--- config.mk ---
export PLATFORM = sky130hd
export DESIGN_NAME = sbd_decode
export DESIGN_NICKNAME = d
export VERILOG_FILES = /design/src/rtl/sbd_pkg.sv /design/src/rtl/sbd_decode.sv
export SDC_FILE = /design/constraint.sdc
export NUM_CORES = 1
export LEC_CHECK = 0
export BUFFER_PORTS_ARGS = -buffer_cell sky130_fd_sc_hd__buf_2
export CAP_MARGIN = 30
export CORE_ASPECT_RATIO = 1.4
export CORE_MARGIN = 2
export CORE_UTILIZATION = 32
export DETAILED_ROUTE_END_ITERATION = 8
export GPL_ROUTABILITY_DRIVEN = 0
export PLACE_DENSITY_LB_ADDON = 0.1
export SLEW_MARGIN = 20
export SYNTH_ARGS = -nofsm -noshare
export SYNTH_HDL_FRONTEND = slang
export SYNTH_SLANG_ARGS = --single-unit
--- constraint.sdc ---
create_clock -name vclk -period 1.47
set_input_delay 0 -clock vclk [all_inputs]
set_output_delay 0 -clock vclk [all_outputs]
set_load 0.01 [all_outputs]
--- src/rtl/sbd_pkg.sv ---
// Shared types and constants for the system bus decoder with work RAM port.
// Used by every module of the block; depends on nothing.
`default_nettype none

package sbd_pkg;

    // Largest work RAM index width and the default configured width
    localparam int RAM_IDX_W         = 17;
    localparam int RAM_ADDR_BITS_DEF = 17;
    localparam int PORT_ADDR_W       = 17;

    // Bank codes
    localparam logic [7:0] BANK_WRAM_LO = 8'h7E;
    localparam logic [7:0] BANK_WRAM_HI = 8'h7F;
    localparam logic [7:0] BANK_CART_LO = 8'h40;

    // System area offsets
    localparam logic [15:0] OFF_CART_BASE  = 16'h6000;
    localparam logic [15:0] OFF_MIRROR_END = 16'h2000;
    localparam logic [15:0] OFF_VIDEO_LO   = 16'h2100;
    localparam logic [15:0] OFF_VIDEO_HI   = 16'h213F;
    localparam logic [15:0] OFF_VIDEO_X    = 16'h4200;
    localparam logic [15:0] OFF_AUDIO_LO   = 16'h2140;
    localparam logic [15:0] OFF_AUDIO_HI   = 16'h217F;
    localparam logic [15:0] OFF_PORT_DATA  = 16'h2180;
    localparam logic [15:0] OFF_PORT_LO    = 16'h2181;
    localparam logic [15:0] OFF_PORT_MID   = 16'h2182;
    localparam logic [15:0] OFF_PORT_HI    = 16'h2183;
    localparam logic [15:0] OFF_DMA_LO     = 16'h4300;
    localparam logic [15:0] OFF_DMA_HI     = 16'h437F;
    localparam logic [15:0] OFF_DMA_EN0    = 16'h420B;
    localparam logic [15:0] OFF_DMA_EN1    = 16'h420C;

    typedef enum logic [2:0] {
        TGT_IGNORED  = 3'd0,
        TGT_RAM      = 3'd1,
        TGT_CART     = 3'd2,
        TGT_VIDEO    = 3'd3,
        TGT_AUDIO    = 3'd4,
        TGT_DMA      = 3'd5,
        TGT_PORT     = 3'd6,
        TGT_UNMAPPED = 3'd7
    } t_target;

    typedef enum logic [2:0] {
        OP_NONE,
        OP_RAM,
        OP_PORT_DATA,
        OP_PORT_LO,
        OP_PORT_MID,
        OP_PORT_HI
    } t_op;

    // Classified request handed from the front to the back
    typedef struct packed {
        t_op                   op;
        t_target               target;
        logic                  wr;
        logic                  latch_en;
        logic [7:0]            wdata;
        logic [RAM_IDX_W-1:0]  ram_idx;
        logic [23:0]           dev_addr;
    } t_req;

endpackage

`default_nettype wire

--- src/rtl/sbd_decode.sv ---
// Front decoder: classifies one bus request into target and operation.
// Depends on sbd_pkg.
`default_nettype none

module sbd_decode (
    input  wire logic         i_mode,
    input  wire logic [23:0]  i_address,
    input  wire logic [7:0]   i_write_data,
    input  wire logic         i_data_strobe,
    input  wire logic         i_program_strobe,
    input  wire logic         i_private_access,
    output sbd_pkg::t_req     o_req
);

    logic [7:0]  bank;
    logic [15:0] off;
    logic        ign;
    logic        hi_mask;

    assign bank    = i_address[23:16];
    assign off     = i_address[15:0];
    assign ign     = !i_private_access && !i_data_strobe && !i_program_strobe;
    // High port offset in any bank without bit 6 keeps bit 0 of the written byte
    assign hi_mask = i_mode && !bank[6] && (off == sbd_pkg::OFF_PORT_HI);

    // Decode bank and offset to one target
    always_comb begin
        o_req          = '0;
        o_req.op       = sbd_pkg::OP_NONE;
        o_req.target   = sbd_pkg::TGT_UNMAPPED;
        o_req.wr       = i_mode && !ign;
        o_req.latch_en = !i_private_access && !ign;
        o_req.wdata    = hi_mask ? {7'd0, i_write_data[0]} : i_write_data;
        o_req.ram_idx  = '0;
        o_req.dev_addr = '0;

        if (ign) begin
            o_req.target = sbd_pkg::TGT_IGNORED;
        end else if (bank == sbd_pkg::BANK_WRAM_LO || bank == sbd_pkg::BANK_WRAM_HI) begin
            o_req.target  = sbd_pkg::TGT_RAM;
            o_req.op      = sbd_pkg::OP_RAM;
            o_req.ram_idx = {bank[0], off};
        end else if (bank >= sbd_pkg::BANK_CART_LO) begin
            o_req.target = sbd_pkg::TGT_CART;
        end else if (off >= sbd_pkg::OFF_CART_BASE) begin
            o_req.target = sbd_pkg::TGT_CART;
        end else if (off < sbd_pkg::OFF_MIRROR_END) begin
            o_req.target  = sbd_pkg::TGT_RAM;
            o_req.op      = sbd_pkg::OP_RAM;
            o_req.ram_idx = {1'b0, off};
        end else if ((off >= sbd_pkg::OFF_VIDEO_LO && off <= sbd_pkg::OFF_VIDEO_HI)
                     || off == sbd_pkg::OFF_VIDEO_X) begin
            o_req.target = sbd_pkg::TGT_VIDEO;
        end else if (off >= sbd_pkg::OFF_AUDIO_LO && off <= sbd_pkg::OFF_AUDIO_HI) begin
            o_req.target = sbd_pkg::TGT_AUDIO;
        end else if (off == sbd_pkg::OFF_PORT_DATA) begin
            o_req.target = sbd_pkg::TGT_PORT;
            o_req.op     = sbd_pkg::OP_PORT_DATA;
        end else if (off == sbd_pkg::OFF_PORT_LO) begin
            o_req.target = sbd_pkg::TGT_PORT;
            o_req.op     = sbd_pkg::OP_PORT_LO;
        end else if (off == sbd_pkg::OFF_PORT_MID) begin
            o_req.target = sbd_pkg::TGT_PORT;
            o_req.op     = sbd_pkg::OP_PORT_MID;
        end else if (off == sbd_pkg::OFF_PORT_HI) begin
            o_req.target = sbd_pkg::TGT_PORT;
            o_req.op     = sbd_pkg::OP_PORT_HI;
        end else if ((off >= sbd_pkg::OFF_DMA_LO && off <= sbd_pkg::OFF_DMA_HI)
                     || off == sbd_pkg::OFF_DMA_EN0 || off == sbd_pkg::OFF_DMA_EN1) begin
            o_req.target = sbd_pkg::TGT_DMA;
        end else begin
            o_req.target = sbd_pkg::TGT_UNMAPPED;
        end

        // Forward the address to external devices only
        if (o_req.target == sbd_pkg::TGT_CART || o_req.target == sbd_pkg::TGT_VIDEO
            || o_req.target == sbd_pkg::TGT_AUDIO || o_req.target == sbd_pkg::TGT_DMA) begin
            o_req.dev_addr = i_address;
        end
    end

endmodule

`default_nettype wire

==> results.rst <==
.. list-table::
   :header-rows: 1

   * - Metric
     - Value
   * - Number of library cell types mapped by synthesis
     - 40
   * - Worst slack at placement
     - -424 ps
   * - Power density over cell area
     - between 200 and 300 mW/mm^2
   * - Netlist area before placement
     - just over 800 sq um
   * - Leakage
     - 0.956 nW
   * - Ports placed on the boundary
     - 93
   * - Failing checks
     - setup timing
   * - Starting density of the core
     - 34.1%
   * - Starting DRT DRC Count
     - 18
   * - Per-instance average area after synthesis
     - 6.01 sq um
   * - Most common library cell in the layout ignoring fill and taps
     - buf_2
   * - Port Buffers
     - 91
   * - Cell count after synthesis
     - 137
   * - Wire length reported by the detailed router
     - 3720 microns
   * - NetSw
     - 223 uW
   * - Start-to-end type of the worst setup path
     - in -> out
   * - Die width
     - between 40 and 50 microns
   * - Number of clock buffers in the layout
     - 0
   * - Via-to-Cell Ratio
     - roughly 5
   * - Worst path depth
     - 8
   * - Number of maximum-capacitance constraint violations
     - 0
   * - Clock group share of total power
     - 0%
   * - Number of detailed-route iterations in the first pass
     - 4
   * - Max-slew violations
     - 0
   * - Arrival time reported for the critical path endpoint
     - approximately 1600 ps
   * - Critical path's top delay family
     - simple AND/OR/NAND/NOR gates
   * - Endpoints failing hold
     - 0
   * - Part of the total power dissipated in combinational logic
     - 100.0%
   * - Overall global routing resource usage
     - 24.8%
   * - Power share of the sequential group
     - 0%
   * - Yosys warnings
     - 0
   * - Total number of sequential cells
     - 0
   * - HPWL after detailed placement
     - about 3000 microns
   * - Die boundary height
     - 64.0 microns
   * - Number of fillers in the final layout
     - 243
   * - Final-stage net count
     - 296
   * - Drt drc
     - 0
   * - Synth area leader
     - nor2_1
   * - Slowest-stage cell, CP
     - or4_4
   * - Min-delay worst type
     - in -> out
   * - Maximum frequency from static timing analysis
     - about 630 MHz
   * - Area grow syn2layout
     - 107%
   * - Total core area
     - between 0.002 and 0.0025 sq mm
   * - Transition time of the tightest slew-check pin
     - between 400 and 500 ps
   * - Area contributors post-synth
     - nor2_1, and2_1, nand2_1
   * - Reg area
     - 0 sq um
   * - DR WL/cell
     - around 13 microns
   * - Final core occ
     - 70.4%
   * - Worst slew margin relative to its limit
     - 67.8%
   * - Final Setup Violations
     - 29
   * - Die Area
     - 0.00300 sq mm
   * - Sequential cell area fraction in the yosys report
     - 0%
   * - Largest net degree at the start of global routing
     - 20
   * - Minimum setup slack in the final design
     - -118 ps
   * - Critical path buffers and inverters
     - 3
   * - Number of global-route vias before repair
     - 1428
   * - Crit share post-route
     - 108%
   * - Result of the run
     - finished with violations
   * - Critical Path End Type
     - primary output
   * - Grt ovf
     - 0
   * - Number of antenna violations at the first check in global routing
     - 0
   * - Maximum vdd ir drop
     - about 140 uV
   * - Crit path largest cell delay
     - 550 ps
   * - Unrepaired setup endpoints after global routing
     - true
   * - Post-route minimum period
     - 1590 ps
   * - Top cell type's share of synthesized area
     - 14.6%
   * - Crit path max fanout
     - 19
   * - # rows
     - 21
   * - Wire length of the first global-routing pass
     - 5920 microns
   * - Antenna diode count
     - 0
   * - Kind of start point of the critical path
     - primary input
   * - Minimum hold slack
     - 0.00443 ps
   * - Fraction of final layout cells sized beyond drive strength 1
     - 58.5%
   * - Via count
     - 1457
   * - Cell breakdown of the critical path
     - buf_6 > or4_4 > nand4b_1 > a21boi_2 > nor4_4 > buf_12 > nor2_1 > buf_2
   * - Data required, critical path
     - 1470 ps
   * - Share of total power consumed by net switching
     - 51.6%
   * - Internal
     - 209 uW
   * - Net count after synthesis
     - 173
   * - Launching instance or port of the critical path
     - i_address[3]
   * - Top library cells by usage in the layout, fill and taps aside
     - buf_2, buf_4, nor2_1
   * - Hold path startpoint
     - i_write_data[0]
   * - Total power
     - 433 uW
   * - Hold depth
     - 0
   * - Count of nets left with antenna violations after detail routing
     - 0
[Yosys cell counts (all sizes together)]
master	number
nor3b	2
nor2b	9
a21oi	4
clkbuf	2
a32oi	1
a41oi	1
a2111o	1
nand2	23
and3	7
and4bb	1
or2	1
o2111ai	1
a2111oi	1
nor4b	1
and2	15
nor3	5
nand4b	1
buf	4
or4	1
nor4	4
and4b	2
nand3	2
o21ai	2
nor2	33
inv	1
o32ai	1
o41ai	1
nand4	2
and3b	2
nand3b	1
or3	2
a21boi	1
o22ai	1
a21o	1
[worst paths after layout]
| kind | to | slack, ps |
|---|---|---|
| setup / recovery | o_req[19] | -120 |
| hold / removal | o_req[41] | 0.004 |
[logic make-up after synthesis]
logic type / Yosys count / share of synthesized area, %
compound gates: 16 / 19.5
buf+inv: 7 / 5.62
simple gates: 114 / 74.9
[per-layer routing]
layer | global-route usage [%] | routed length [microns] | vias to the layer above
li1 | - | - | 724
met1 | 29.5 | 1340 | 655
met2 | 45.7 | 2040 | 70
met3 | 1.13 | 254 | 8
met4 | 5.90 | 85 | 0
met5 | 0 | 0 | -
[power groups by stage]
stage	logic (mW)	clock network (mW)	registers, mW
floorplan	0.175	0	0
global placement	0.378	0	0
detailed placement	0.385	0	0
CTS	0.407	0	0
global route	0.475	0	0
finish	0.433	0	0
[stage by stage]
stage	TNS (ps)	std cells	area, sq um
floorplan	0	137	823
global placement	-7450	289	1530
detailed placement	-9390	289	1530
CTS	-2120	291	1610
global route	-4290	292	1700
finish	-1960	292	1700
[layout make-up]
type | count | area, sq um | area share (%)
inverters | 1 | 3.75 | 0.220
multi-input cells | 130 | 877 | 51.5
well taps | 34 | 42.5 | 2.50
repair buffers | 127 | 779 | 45.8
[timing repair]
action / 4_1_cts / 5_1_grt
pin swaps: 14 / 5
hold buffers: 0 / 0
cloned: 0 / 0
resized for setup: 11 / 20
setup endpoints to repair: 33 / 45
buffers inserted: 2 / 1
Power figures use the tool's default switching activity.
