**src/rtl/sbd_pkg.sv**
```systemverilog
// Shared types and constants for the system bus decoder with work RAM port.
// Used by every module of the block; depends on nothing.
`default_nettype none

package sbd_pkg;

    // Largest work RAM index width and the default configured width
    localparam int RAM_IDX_W         = 17;
    localparam int RAM_ADDR_BITS_DEF = 17;
    localparam int PORT_ADDR_W       = 17;

    // Bank codes
    localparam logic [7:0] BANK_WRAM_LO = 8'h7E;
    localparam logic [7:0] BANK_WRAM_HI = 8'h7F;
    localparam logic [7:0] BANK_CART_LO = 8'h40;

    // System area offsets
    localparam logic [15:0] OFF_CART_BASE  = 16'h6000;
    localparam logic [15:0] OFF_MIRROR_END = 16'h2000;
    localparam logic [15:0] OFF_VIDEO_LO   = 16'h2100;
    localparam logic [15:0] OFF_VIDEO_HI   = 16'h213F;
    localparam logic [15:0] OFF_VIDEO_X    = 16'h4200;
    localparam logic [15:0] OFF_AUDIO_LO   = 16'h2140;
    localparam logic [15:0] OFF_AUDIO_HI   = 16'h217F;
    localparam logic [15:0] OFF_PORT_DATA  = 16'h2180;
    localparam logic [15:0] OFF_PORT_LO    = 16'h2181;
    localparam logic [15:0] OFF_PORT_MID   = 16'h2182;
    localparam logic [15:0] OFF_PORT_HI    = 16'h2183;
    localparam logic [15:0] OFF_DMA_LO     = 16'h4300;
    localparam logic [15:0] OFF_DMA_HI     = 16'h437F;
    localparam logic [15:0] OFF_DMA_EN0    = 16'h420B;
    localparam logic [15:0] OFF_DMA_EN1    = 16'h420C;

    typedef enum logic [2:0] {
        TGT_IGNORED  = 3'd0,
        TGT_RAM      = 3'd1,
        TGT_CART     = 3'd2,
        TGT_VIDEO    = 3'd3,
        TGT_AUDIO    = 3'd4,
        TGT_DMA      = 3'd5,
        TGT_PORT     = 3'd6,
        TGT_UNMAPPED = 3'd7
    } t_target;

    typedef enum logic [2:0] {
        OP_NONE,
        OP_RAM,
        OP_PORT_DATA,
        OP_PORT_LO,
        OP_PORT_MID,
        OP_PORT_HI
    } t_op;

    // Classified request handed from the front to the back
    typedef struct packed {
        t_op                   op;
        t_target               target;
        logic                  wr;
        logic                  latch_en;
        logic [7:0]            wdata;
        logic [RAM_IDX_W-1:0]  ram_idx;
        logic [23:0]           dev_addr;
    } t_req;

endpackage

`default_nettype wire

```
**src/rtl/sbd_queue.sv**
```systemverilog
// Two-entry request queue between the decoder and the execution stage.
// Depends on sbd_pkg for the request type.
`default_nettype none

module sbd_queue (
    input  wire logic           i_clk,
    input  wire logic           i_rst_n,
    input  wire logic           i_push,
    input  wire sbd_pkg::t_req  i_req,
    output logic                o_full,
    input  wire logic           i_pop,
    output logic                o_valid,
    output sbd_pkg::t_req       o_req
);

    sbd_pkg::t_req r_mem [2];
    logic          r_wr_ptr;
    logic          r_rd_ptr;
    logic [1:0]    r_count;
    logic [1:0]    n_count;

    assign o_full  = (r_count == 2'd2);
    assign o_valid = (r_count != 2'd0);
    assign o_req   = r_mem[r_rd_ptr];

    // Track occupancy
    always_comb begin
        n_count = r_count;
        if (i_push && !i_pop) begin
            n_count = r_count + 2'd1;
        end else if (!i_push && i_pop) begin
            n_count = r_count - 2'd1;
        end
    end

    // Advance pointers
    always_ff @(posedge i_clk) begin
        if (!i_rst_n) begin
            r_wr_ptr <= 1'b0;
            r_rd_ptr <= 1'b0;
            r_count  <= 2'd0;
        end else begin
            r_count <= n_count;
            if (i_push) begin
                r_wr_ptr <= !r_wr_ptr;
            end
            if (i_pop) begin
                r_rd_ptr <= !r_rd_ptr;
            end
        end
    end

    // Hold request payloads
    always_ff @(posedge i_clk) begin
        if (i_push) begin
            r_mem[r_wr_ptr] <= i_req;
        end
    end

endmodule

`default_nettype wire

```
**config.mk**
```make
export PLATFORM = sky130hd
export DESIGN_NAME = sbd_queue
export DESIGN_NICKNAME = d
export VERILOG_FILES = /design/src/rtl/sbd_pkg.sv /design/src/rtl/sbd_queue.sv
export SDC_FILE = /design/constraint.sdc
export NUM_CORES = 1
export LEC_CHECK = 0
export BUFFER_PORTS_ARGS = -buffer_cell sky130_fd_sc_hd__buf_2
export CAP_MARGIN = 20
export CORE_ASPECT_RATIO = 1.5
export CORE_UTILIZATION = 51
export CTS_CLUSTER_SIZE = 12
export DETAILED_ROUTE_END_ITERATION = 12
export PLACE_DENSITY = 0.78
export SYNTH_ARGS = -nofsm -noshare
export SYNTH_HDL_FRONTEND = slang
export SYNTH_SLANG_ARGS = --single-unit
```
**constraint.sdc**
```tcl
create_clock -name i_clk -period 4.7 [get_ports i_clk]
set_input_delay 0.47 -clock i_clk [delete_from_list [all_inputs] [get_ports i_clk]]
set_output_delay 0.47 -clock i_clk [all_outputs]
set_load 0.01 [all_outputs]
```
==> results of run 1 <==
## critical path: stages (launching register included)
cell and delay [ns]:
dfxtp_2 0.76, buf_4 0.47, mux2_2 0.39, buf_2 0.14
## sequential cells by signal, summed over array words and instances (netlist names), named ones only
| register | flops |
|---|---|
| r_mem | 114 |
| r_count | 2 |
| r_wr_ptr | 1 |
| r_rd_ptr | 1 |
## per-layer routing
metal,vias to the layer above,track usage,share of wire
li1,1057,-,-
met3,16,0.0675,0.054
met4,2,0.106,0.023
met1,1115,0.188,0.37
met5,-,0,0.0021
met2,73,0.323,0.55
## worst paths after layout
kind              slack, ns                 endpoint                    start
hold / removal         0.25   r_mem[1][30]$_DFFE_PP_                i_req[30]
setup / recovery       2.03                o_req[55]                 register
setup reg to reg       2.84    r_mem[0][5]$_DFFE_PP_    r_wr_ptr$_SDFFE_PN0P_
hold reg to reg        0.52  r_count[1]$_SDFFE_PN0P_  r_count[1]$_SDFFE_PN0P_
## per-stage QoR
stage	instances	setup WS [ns]	util
global route	452	1.90	0.704
finish	452	2.03	0.704
floorplan	199	1.20	-
CTS	452	1.97	0.704
detailed placement	420	2.42	0.622
global placement	420	2.42	0.622
## layout by cell type (no fill, tap or decap)
master,n
buf_2,119
edfxtp_1,114
mux2_2,57
clkbuf_16,17
bufinv_16,6
clkinv_2,6
dfxtp_1,4
and2_1,3
clkinvlp_4,3
buf_4,3
xor2_1,2
inv_1,1
or2_2,1
and2b_2,1
and2_2,1
nor2b_4,1
xnor2_1,1
nor2b_1,1
o21a_1,1
o21ai_0,1
or3_1,1
a21boi_1,1
ha_1,1
dfxtp_2,1
## report_power, final
group	switching, mW	internal, mW
registers	0.0248	1.23
logic	0.112	0.114
clock network	0.436	0.985
## final cells by class
cell class                      instances  area (sq um)  area share
Clock buffer                           17           425      0.0746
Clock inverter                         15           233      0.0408
Inverter                                1          3.75    0.000658
Multi-Input combinational cell         73           768       0.135
Sequential cell                       119          3520       0.618
Tap cell                              105           131      0.0230
Timing Repair Buffer                  122           618       0.108
## synth_stat cells
cell type / n / share of area
inv_1: 1 / 0.00086
and2_1: 4 / 0.0058
o21ai_0: 1 / 0.0012
buf_2: 2 / 0.0023
mux2_2: 57 / 0.15
xnor2_1: 1 / 0.0020
or2_2: 1 / 0.0014
buf_6: 3 / 0.0078
ha_1: 1 / 0.0029
xor2_1: 2 / 0.0040
or3_1: 1 / 0.0014
buf_4: 1 / 0.0017
dfxtp_1: 5 / 0.023
o21a_1: 1 / 0.0017
a21boi_1: 1 / 0.0017
nor2b_1: 2 / 0.0029
edfxtp_1: 114 / 0.79
and2b_2: 1 / 0.0020
## logic make-up (layout without fill, tap and decap cells)
group                    Yosys count  count (layout)
flip-flops                       119             119
buffers and inverters              7             155
AND/OR/NAND/NOR                    9               9
AO/OA/AOI/OAI                      3               3
XOR/XNOR                           3               3
multiplexers                      57              57
adder cells (fa/ha/maj)            1               1
==> run summary, run 1 <==
The flow ran to the end, and the final reports show no timing, DRC or antenna violations. TritonCTS built the clock tree. Max-cap violations in this run came to 0.

The post-synthesis share of cell area spent on xor and xnor gates works out to 0.00606. The headroom to the max-slew limit was 0.476. The worst setup path is of the reg2out kind. The layout has 548 filler cells. For the post-synthesis sequential area ratio, the log shows 0.812.

For the clock latency at the later pin of the worst-skew pair, the log shows 0.41 ns. The tools report the remaining number of nets flagged by the antenna check after routing as 0. Number of buffers between clock root and the deepest sink: 2. After detailed routing, the number of vias per cell comes to 5.01. The run gives 0 as the post-cts gate resize count. The synthesized-area fraction occupied by adder cells is 0.00288. The quantity of I/O buffers inserted on ports is 119, and the number of global-route vias before repair is 2,271. For the standby leakage power, the log shows 2.19 nW. The maximum net fanout on the critical path works out to 29.

The initial antenna violation count was 1. The die covers 0.00889 sq mm. After the first detailed-routing iteration, the DRC count stood at 113.

Setup repair after global routing left no endpoint under its margin. After clock tree synthesis, the setup repair step added 0 buffers. The worst register-to-register path has a depth of 2. After global routing the overflow that remains totals 0.

The final non-filler cell area is 0.00570 sq mm, and the first-pass GRT wire length is 11,400 microns. Multiplexer share of the synthesized area: 0.148. The number of endpoints with negative hold slack in the final report was 0; the global routing usage summed across all routing layers was 0.184. Number of DRC violations after detailed routing: 0.

The area growth from synthesis to layout is 31.5%, and the final critical-path share of the clock period is 0.568. The maximum operating frequency came out at 374 MHz. The worst hold path stage count was 1.

The effective utilization at floorplan came out at 0.535. The wire length per cell came out at 17.1 microns. Buffers inserted during clock tree synthesis total 17. The number of placed I/O pins is 120.

The width of the chip came out at 77.3 microns. The flip-flop and latch count after synthesis is 119, and the final-layout worst hold slack is 0.248 ns. Total of endpoints with negative setup slack in the final report: 0. The tree is rooted in a clkbuf_16. STA classifies the critical path startpoint as a register. The logs give 0.00553 ns for the clock skew after layout and 0 for the hold buffer count at CTS.

The Yosys step of the flow raised 0 warnings. The congestion estimate from routability-driven global placement came to 0.781. By area, the combinational part of the netlist is dominated by multiplexers. The maximum VDD drop is 0.378 mV, and the power per standard cell area is 508 mW/mm^2. The netlist uses 18 different library cells.

The synthesized area per cell was 21.8 sq um; the height of the die was 115 microns. The compound-gate portion of the synthesized area is 0.00461, and the placed wire-length estimate is 5020 microns. At the end of the flow, the number of nets in the layout was 396.

STA puts the critical path data required time at 4.23 ns. The tools report the TritonCTS sink count as 119. Synthesis produced a netlist with a net count of 261. The total area inside the core boundary comes to 0.00811 sq mm.

The type of destination of the critical path is an output port. The count of final max-slew check failures is 0. Wires add up to 7740 microns.

The routed design could run at a clock period as short as 2.67 ns. The design draws 2.90 mW. 0 antenna diodes ended up in the layout. The logs give 40 for the floorplan row count and 4 for the number of iterations in the first detailed-routing pass. The worst-margin pin slew came out at 0.785 ns. The routed layout has 2,263 vias. The worst hold path class is in2reg.

In this run the cell area measured after placement is 0.00505 sq mm. The logs give 0.00434 sq mm for the post-synthesis instance area and 0 ns for the setup TNS after final layout. The pin count of the biggest net entering global routing was 58; the gate count after technology mapping was 199.

Clock-pin slew was measured on the worst setup and hold paths at 0.05 ns. The basic-gate share of the synthesized area counting and, or, nand and nor cells is 0.0136, and the share of layout cells above drive strength 1 is 0.622. STA puts the critical path data arrival time at 2.20 ns. The run gives 4 as the H-tree depth.
(Power assumes the default switching activity.)
==> inputs of run 2 (changes only) <==
CORE_UTILIZATION = 46   (was 51)
PLACE_DENSITY = 0.74   (was 0.78)
clock period = 2.3 ns   (was 4.7 ns; I/O delays follow)
==> run 2 against run 1 <==
  * Clock skew increased by 0.00063 ns
  * Die area up 11%
  * Count of clock-buffer cells in the layout increased by 10
  * Sequential power up 100%
  * Wire length down 6.6%
  * Worst setup slack worse by 1.6 ns
  * Clock power increased by 66%
  * Global-route usage is 2.3 points lower
  * Via count decreased by 0.53%
  * Flip-flop and latch count did not move
  * Critical endpoint is now o_req[50]
  * Largest power group is now registers
==> run summary, run 2 (synthesized netlist as in run 1, its figures left out) <==
The combinational share of power came out at 0.092 (+0.014). The logs give 0.665 (-15%) for the final RePlAce weighted congestion and 0.471 (+0.039) for the power share of the sequential group. The worst-margin pin slew is 0.440 ns (-0.345 ns). TritonCTS built the clock tree. The overall die area is 0.00983 sq mm (+11%).

The tools report the final core utilization as 0.619 (-0.0842). The run gives 4 (unchanged) as the H-tree depth. The flow ran to the end, and the final reports show no timing, DRC or antenna violations.

The power per standard cell area is 946 mW/mm^2 (+86%), and the clock latency at the later pin of the worst-skew pair is 0.40 ns (about the same). The standby leakage power is 2.19 nW (-0.24%), and the count of buffering cells on the critical path with inverters included is 2 (unchanged). The run gives 4 (unchanged) as the number of iterations in the first detailed-routing pass. Leaving out fill and tap cells, the most frequent cells in the layout are 119 x buf_2, 114 x edfxtp_1, 57 x mux2_2. Placed wire-length estimate: 4700 microns (-6.4%).

Setup repair after global routing left no endpoint under its margin. The shortest period the worst path allows was 1.88 ns. The maximum net fanout on the critical path is 33 (+14%). The internal portion of total power was 4.32 mW (+85%). The overflow left after global routing is 0 (unchanged), and the area growth from synthesis to layout is 31.4%.

The signal on the critical path passes through buf_4, mux2_2, buf_2. Clock edge transition at the registers on the reported setup and hold paths: 0.05 ns (about the same). The tools report the number of global-route vias before repair as 2,336 (+2.9%).

The run gives 0.707 (+0.231) as the headroom to the max-slew limit. The biggest cell delay along the critical path works out to 0.40 ns (-0.36 ns). The number of endpoints with negative hold slack in the final report is 0 (unchanged), and the share of layout cells above drive strength 1 is 0.593 (-0.0298).

The total detailed-routing wirelength was 7240 microns (-6.6%); the flip-flop count of the largest register, all copies and words added was 114 (unchanged). The routed via count divided by cell count works out to 4.80 (-4.1%). The run gives 0 (unchanged) as the remaining number of nets flagged by the antenna check after routing. The largest registers in the layout are r_mem x114, r_count x2. The pin count of the biggest net entering global routing is 59 (+1.7%). For the core area, the log shows 0.00920 sq mm (+13%). The worst path required time was 2.07 ns (-2.16 ns); the critical path arrival was 1.65 ns (-0.55 ns). The tools report the setup TNS after final layout as 0 ns (unchanged).

The number of placed I/O pins was 120 (unchanged). The root buffer cell chosen for the clock tree is clkbuf_16. The tools report the TritonCTS sink count as 119 (unchanged). On the critical path the largest part of the delay comes from buffers and inverters. The number of buffers added by the clock tree synthesis step was 17 (unchanged); the final critical-path share of the clock period was 0.818.

The library cell used most frequently in the layout, excluding fill and tap cells, is buf_2. Post-cts gate resize count: 0 (unchanged). The kind of critical path was reg2out.

The tools report the maximum VDD drop as 0.692 mV (+83%). The width of the chip was 81.3 microns (+5.2%); the effective utilization at floorplan was 0.472 (-0.0635). The logs give 1 (unchanged) for the initial antenna violation count and 0 (unchanged) for the post-CTS repair timing setup buffer count. The first-pass GRT wire length is 11,000 microns (-3.8%). The wire length per cell was 15.4 microns (-10%).

The run gives 0.161 (-0.0226) as the global routing usage summed across all routing layers. The largest individual stage delay along the critical path comes from the cell mux2_2. For the number of DRC violations after detailed routing, the log shows 0 (unchanged). The type of destination of the critical path was an output port.

The total via count in the routed design is 2,251 (-0.53%). The number of DRC markers in iteration 0 is 111 (-1.8%). For the number of buffers between clock root and the deepest sink, the log shows 2 (unchanged). The quantity of I/O buffers inserted on ports came out at 119 (unchanged). Register with the highest flop count: r_mem. The height of the die came out at 121 microns (+5.2%).

Number of max-cap violations: 0 (unchanged). The clock skew after layout was 0.00616 ns (+0.000634 ns). The total of endpoints with negative setup slack in the final report was 0 (unchanged); the maximum operating frequency was 532 MHz. STA classifies the critical path startpoint as a register.

Floorplan row count: 43 (+7.5%). The total number of nets in the final design is 405 (+2.3%). Worst hold path class: in2reg. Switching power of the nets: 1.07 mW (+87%). The part of the total power dissipated in the clock network was 0.437 (-0.053); the fraction of power spent switching nets was 0.199 (+0.00159). The run gives 0 (unchanged) as the count of final max-slew check failures.
-- run 2: cell types whose count changed in the layout (fill, tap and decap cells not counted), sizes merged --
cell	before	now
clkinv	6	4
dlygate4sd3	0	7
bufinv	6	1
clkbuf	17	27
clkinvlp	3	0
buf	122	124
diode	0	1
-- run 2: power by group through the flow --
| stage | clock, mW | combinational (mW) | sequential, mW |
|---|---|---|---|
| after floorplan | 0 | 0.291 | 2.57 |
| after global placement | 0 | 0.487 | 2.57 |
| after global routing | 2.51 | 0.539 | 2.55 |
| final | 2.36 | 0.493 | 2.54 |
| after detailed placement | 0 | 0.494 | 2.58 |
| after CTS | 2.41 | 0.503 | 2.54 |
-- run 2: final timing paths --
kind                                              start                       to  slack [ns]  cells past startpoint
worst max-delay path                           register                o_req[50]        0.42                      3
worst min-delay path                          i_req[15]   r_mem[0][15]$_DFFE_PP_        0.02                      1
worst max register to register    r_wr_ptr$_SDFFE_PN0P_   r_mem[1][47]$_DFFE_PP_        1.00                      2
worst min register to register  r_count[1]$_SDFFE_PN0P_  r_count[1]$_SDFFE_PN0P_        0.51                      2
-- run 2: worst register-to-register path: stages (launching register included) --
cell and delay (ns):
dfxtp_1 0.38, and2_2 0.17, buf_4 0.38
-- run 2: per-layer routing --
metal,part of all wire,GRT usage,vias to the layer above
met5,0,0,-
met4,0.024,0.0993,0
met3,0.059,0.0639,16
met2,0.55,0.278,72
met1,0.36,0.155,1088
li1,-,-,1075
-- run 2: stage by stage --
stage / hold WS, ns / total power, mW / instances / worst slack [ns] / cell area (sq um)
after global routing: 0.000408 / 5.59 / 468 / 0.340 / 5700
after CTS: 0.000169 / 5.45 / 466 / 0.372 / 5680
final: 0.0195 / 5.39 / 469 / 0.419 / 5700
after global placement: 0.419 / 3.06 / 429 / 0.811 / 5080
after floorplan: 0.329 / 2.86 / 199 / 0.0557 / 4340
after detailed placement: 0.421 / 3.07 / 429 / 0.806 / 5080
-- run 2: what timing repair did --
item | in CTS | in global routing
hold buffers | 5 | 2
hold endpoints to repair | 8 | 4
setup endpoints to repair | 0 | 0
-- run 2: final cells by class --
type                            count  area, sq um
Sequential cell                   119         3520
Fill cell                         697         3500
Multi-Input combinational cell     73          768
Timing Repair Buffer              131          716
Clock buffer                       27          493
Tap cell                          112          140
Clock inverter                      5         50.0
Inverter                            1         3.75
Antenna cell                        1         2.50
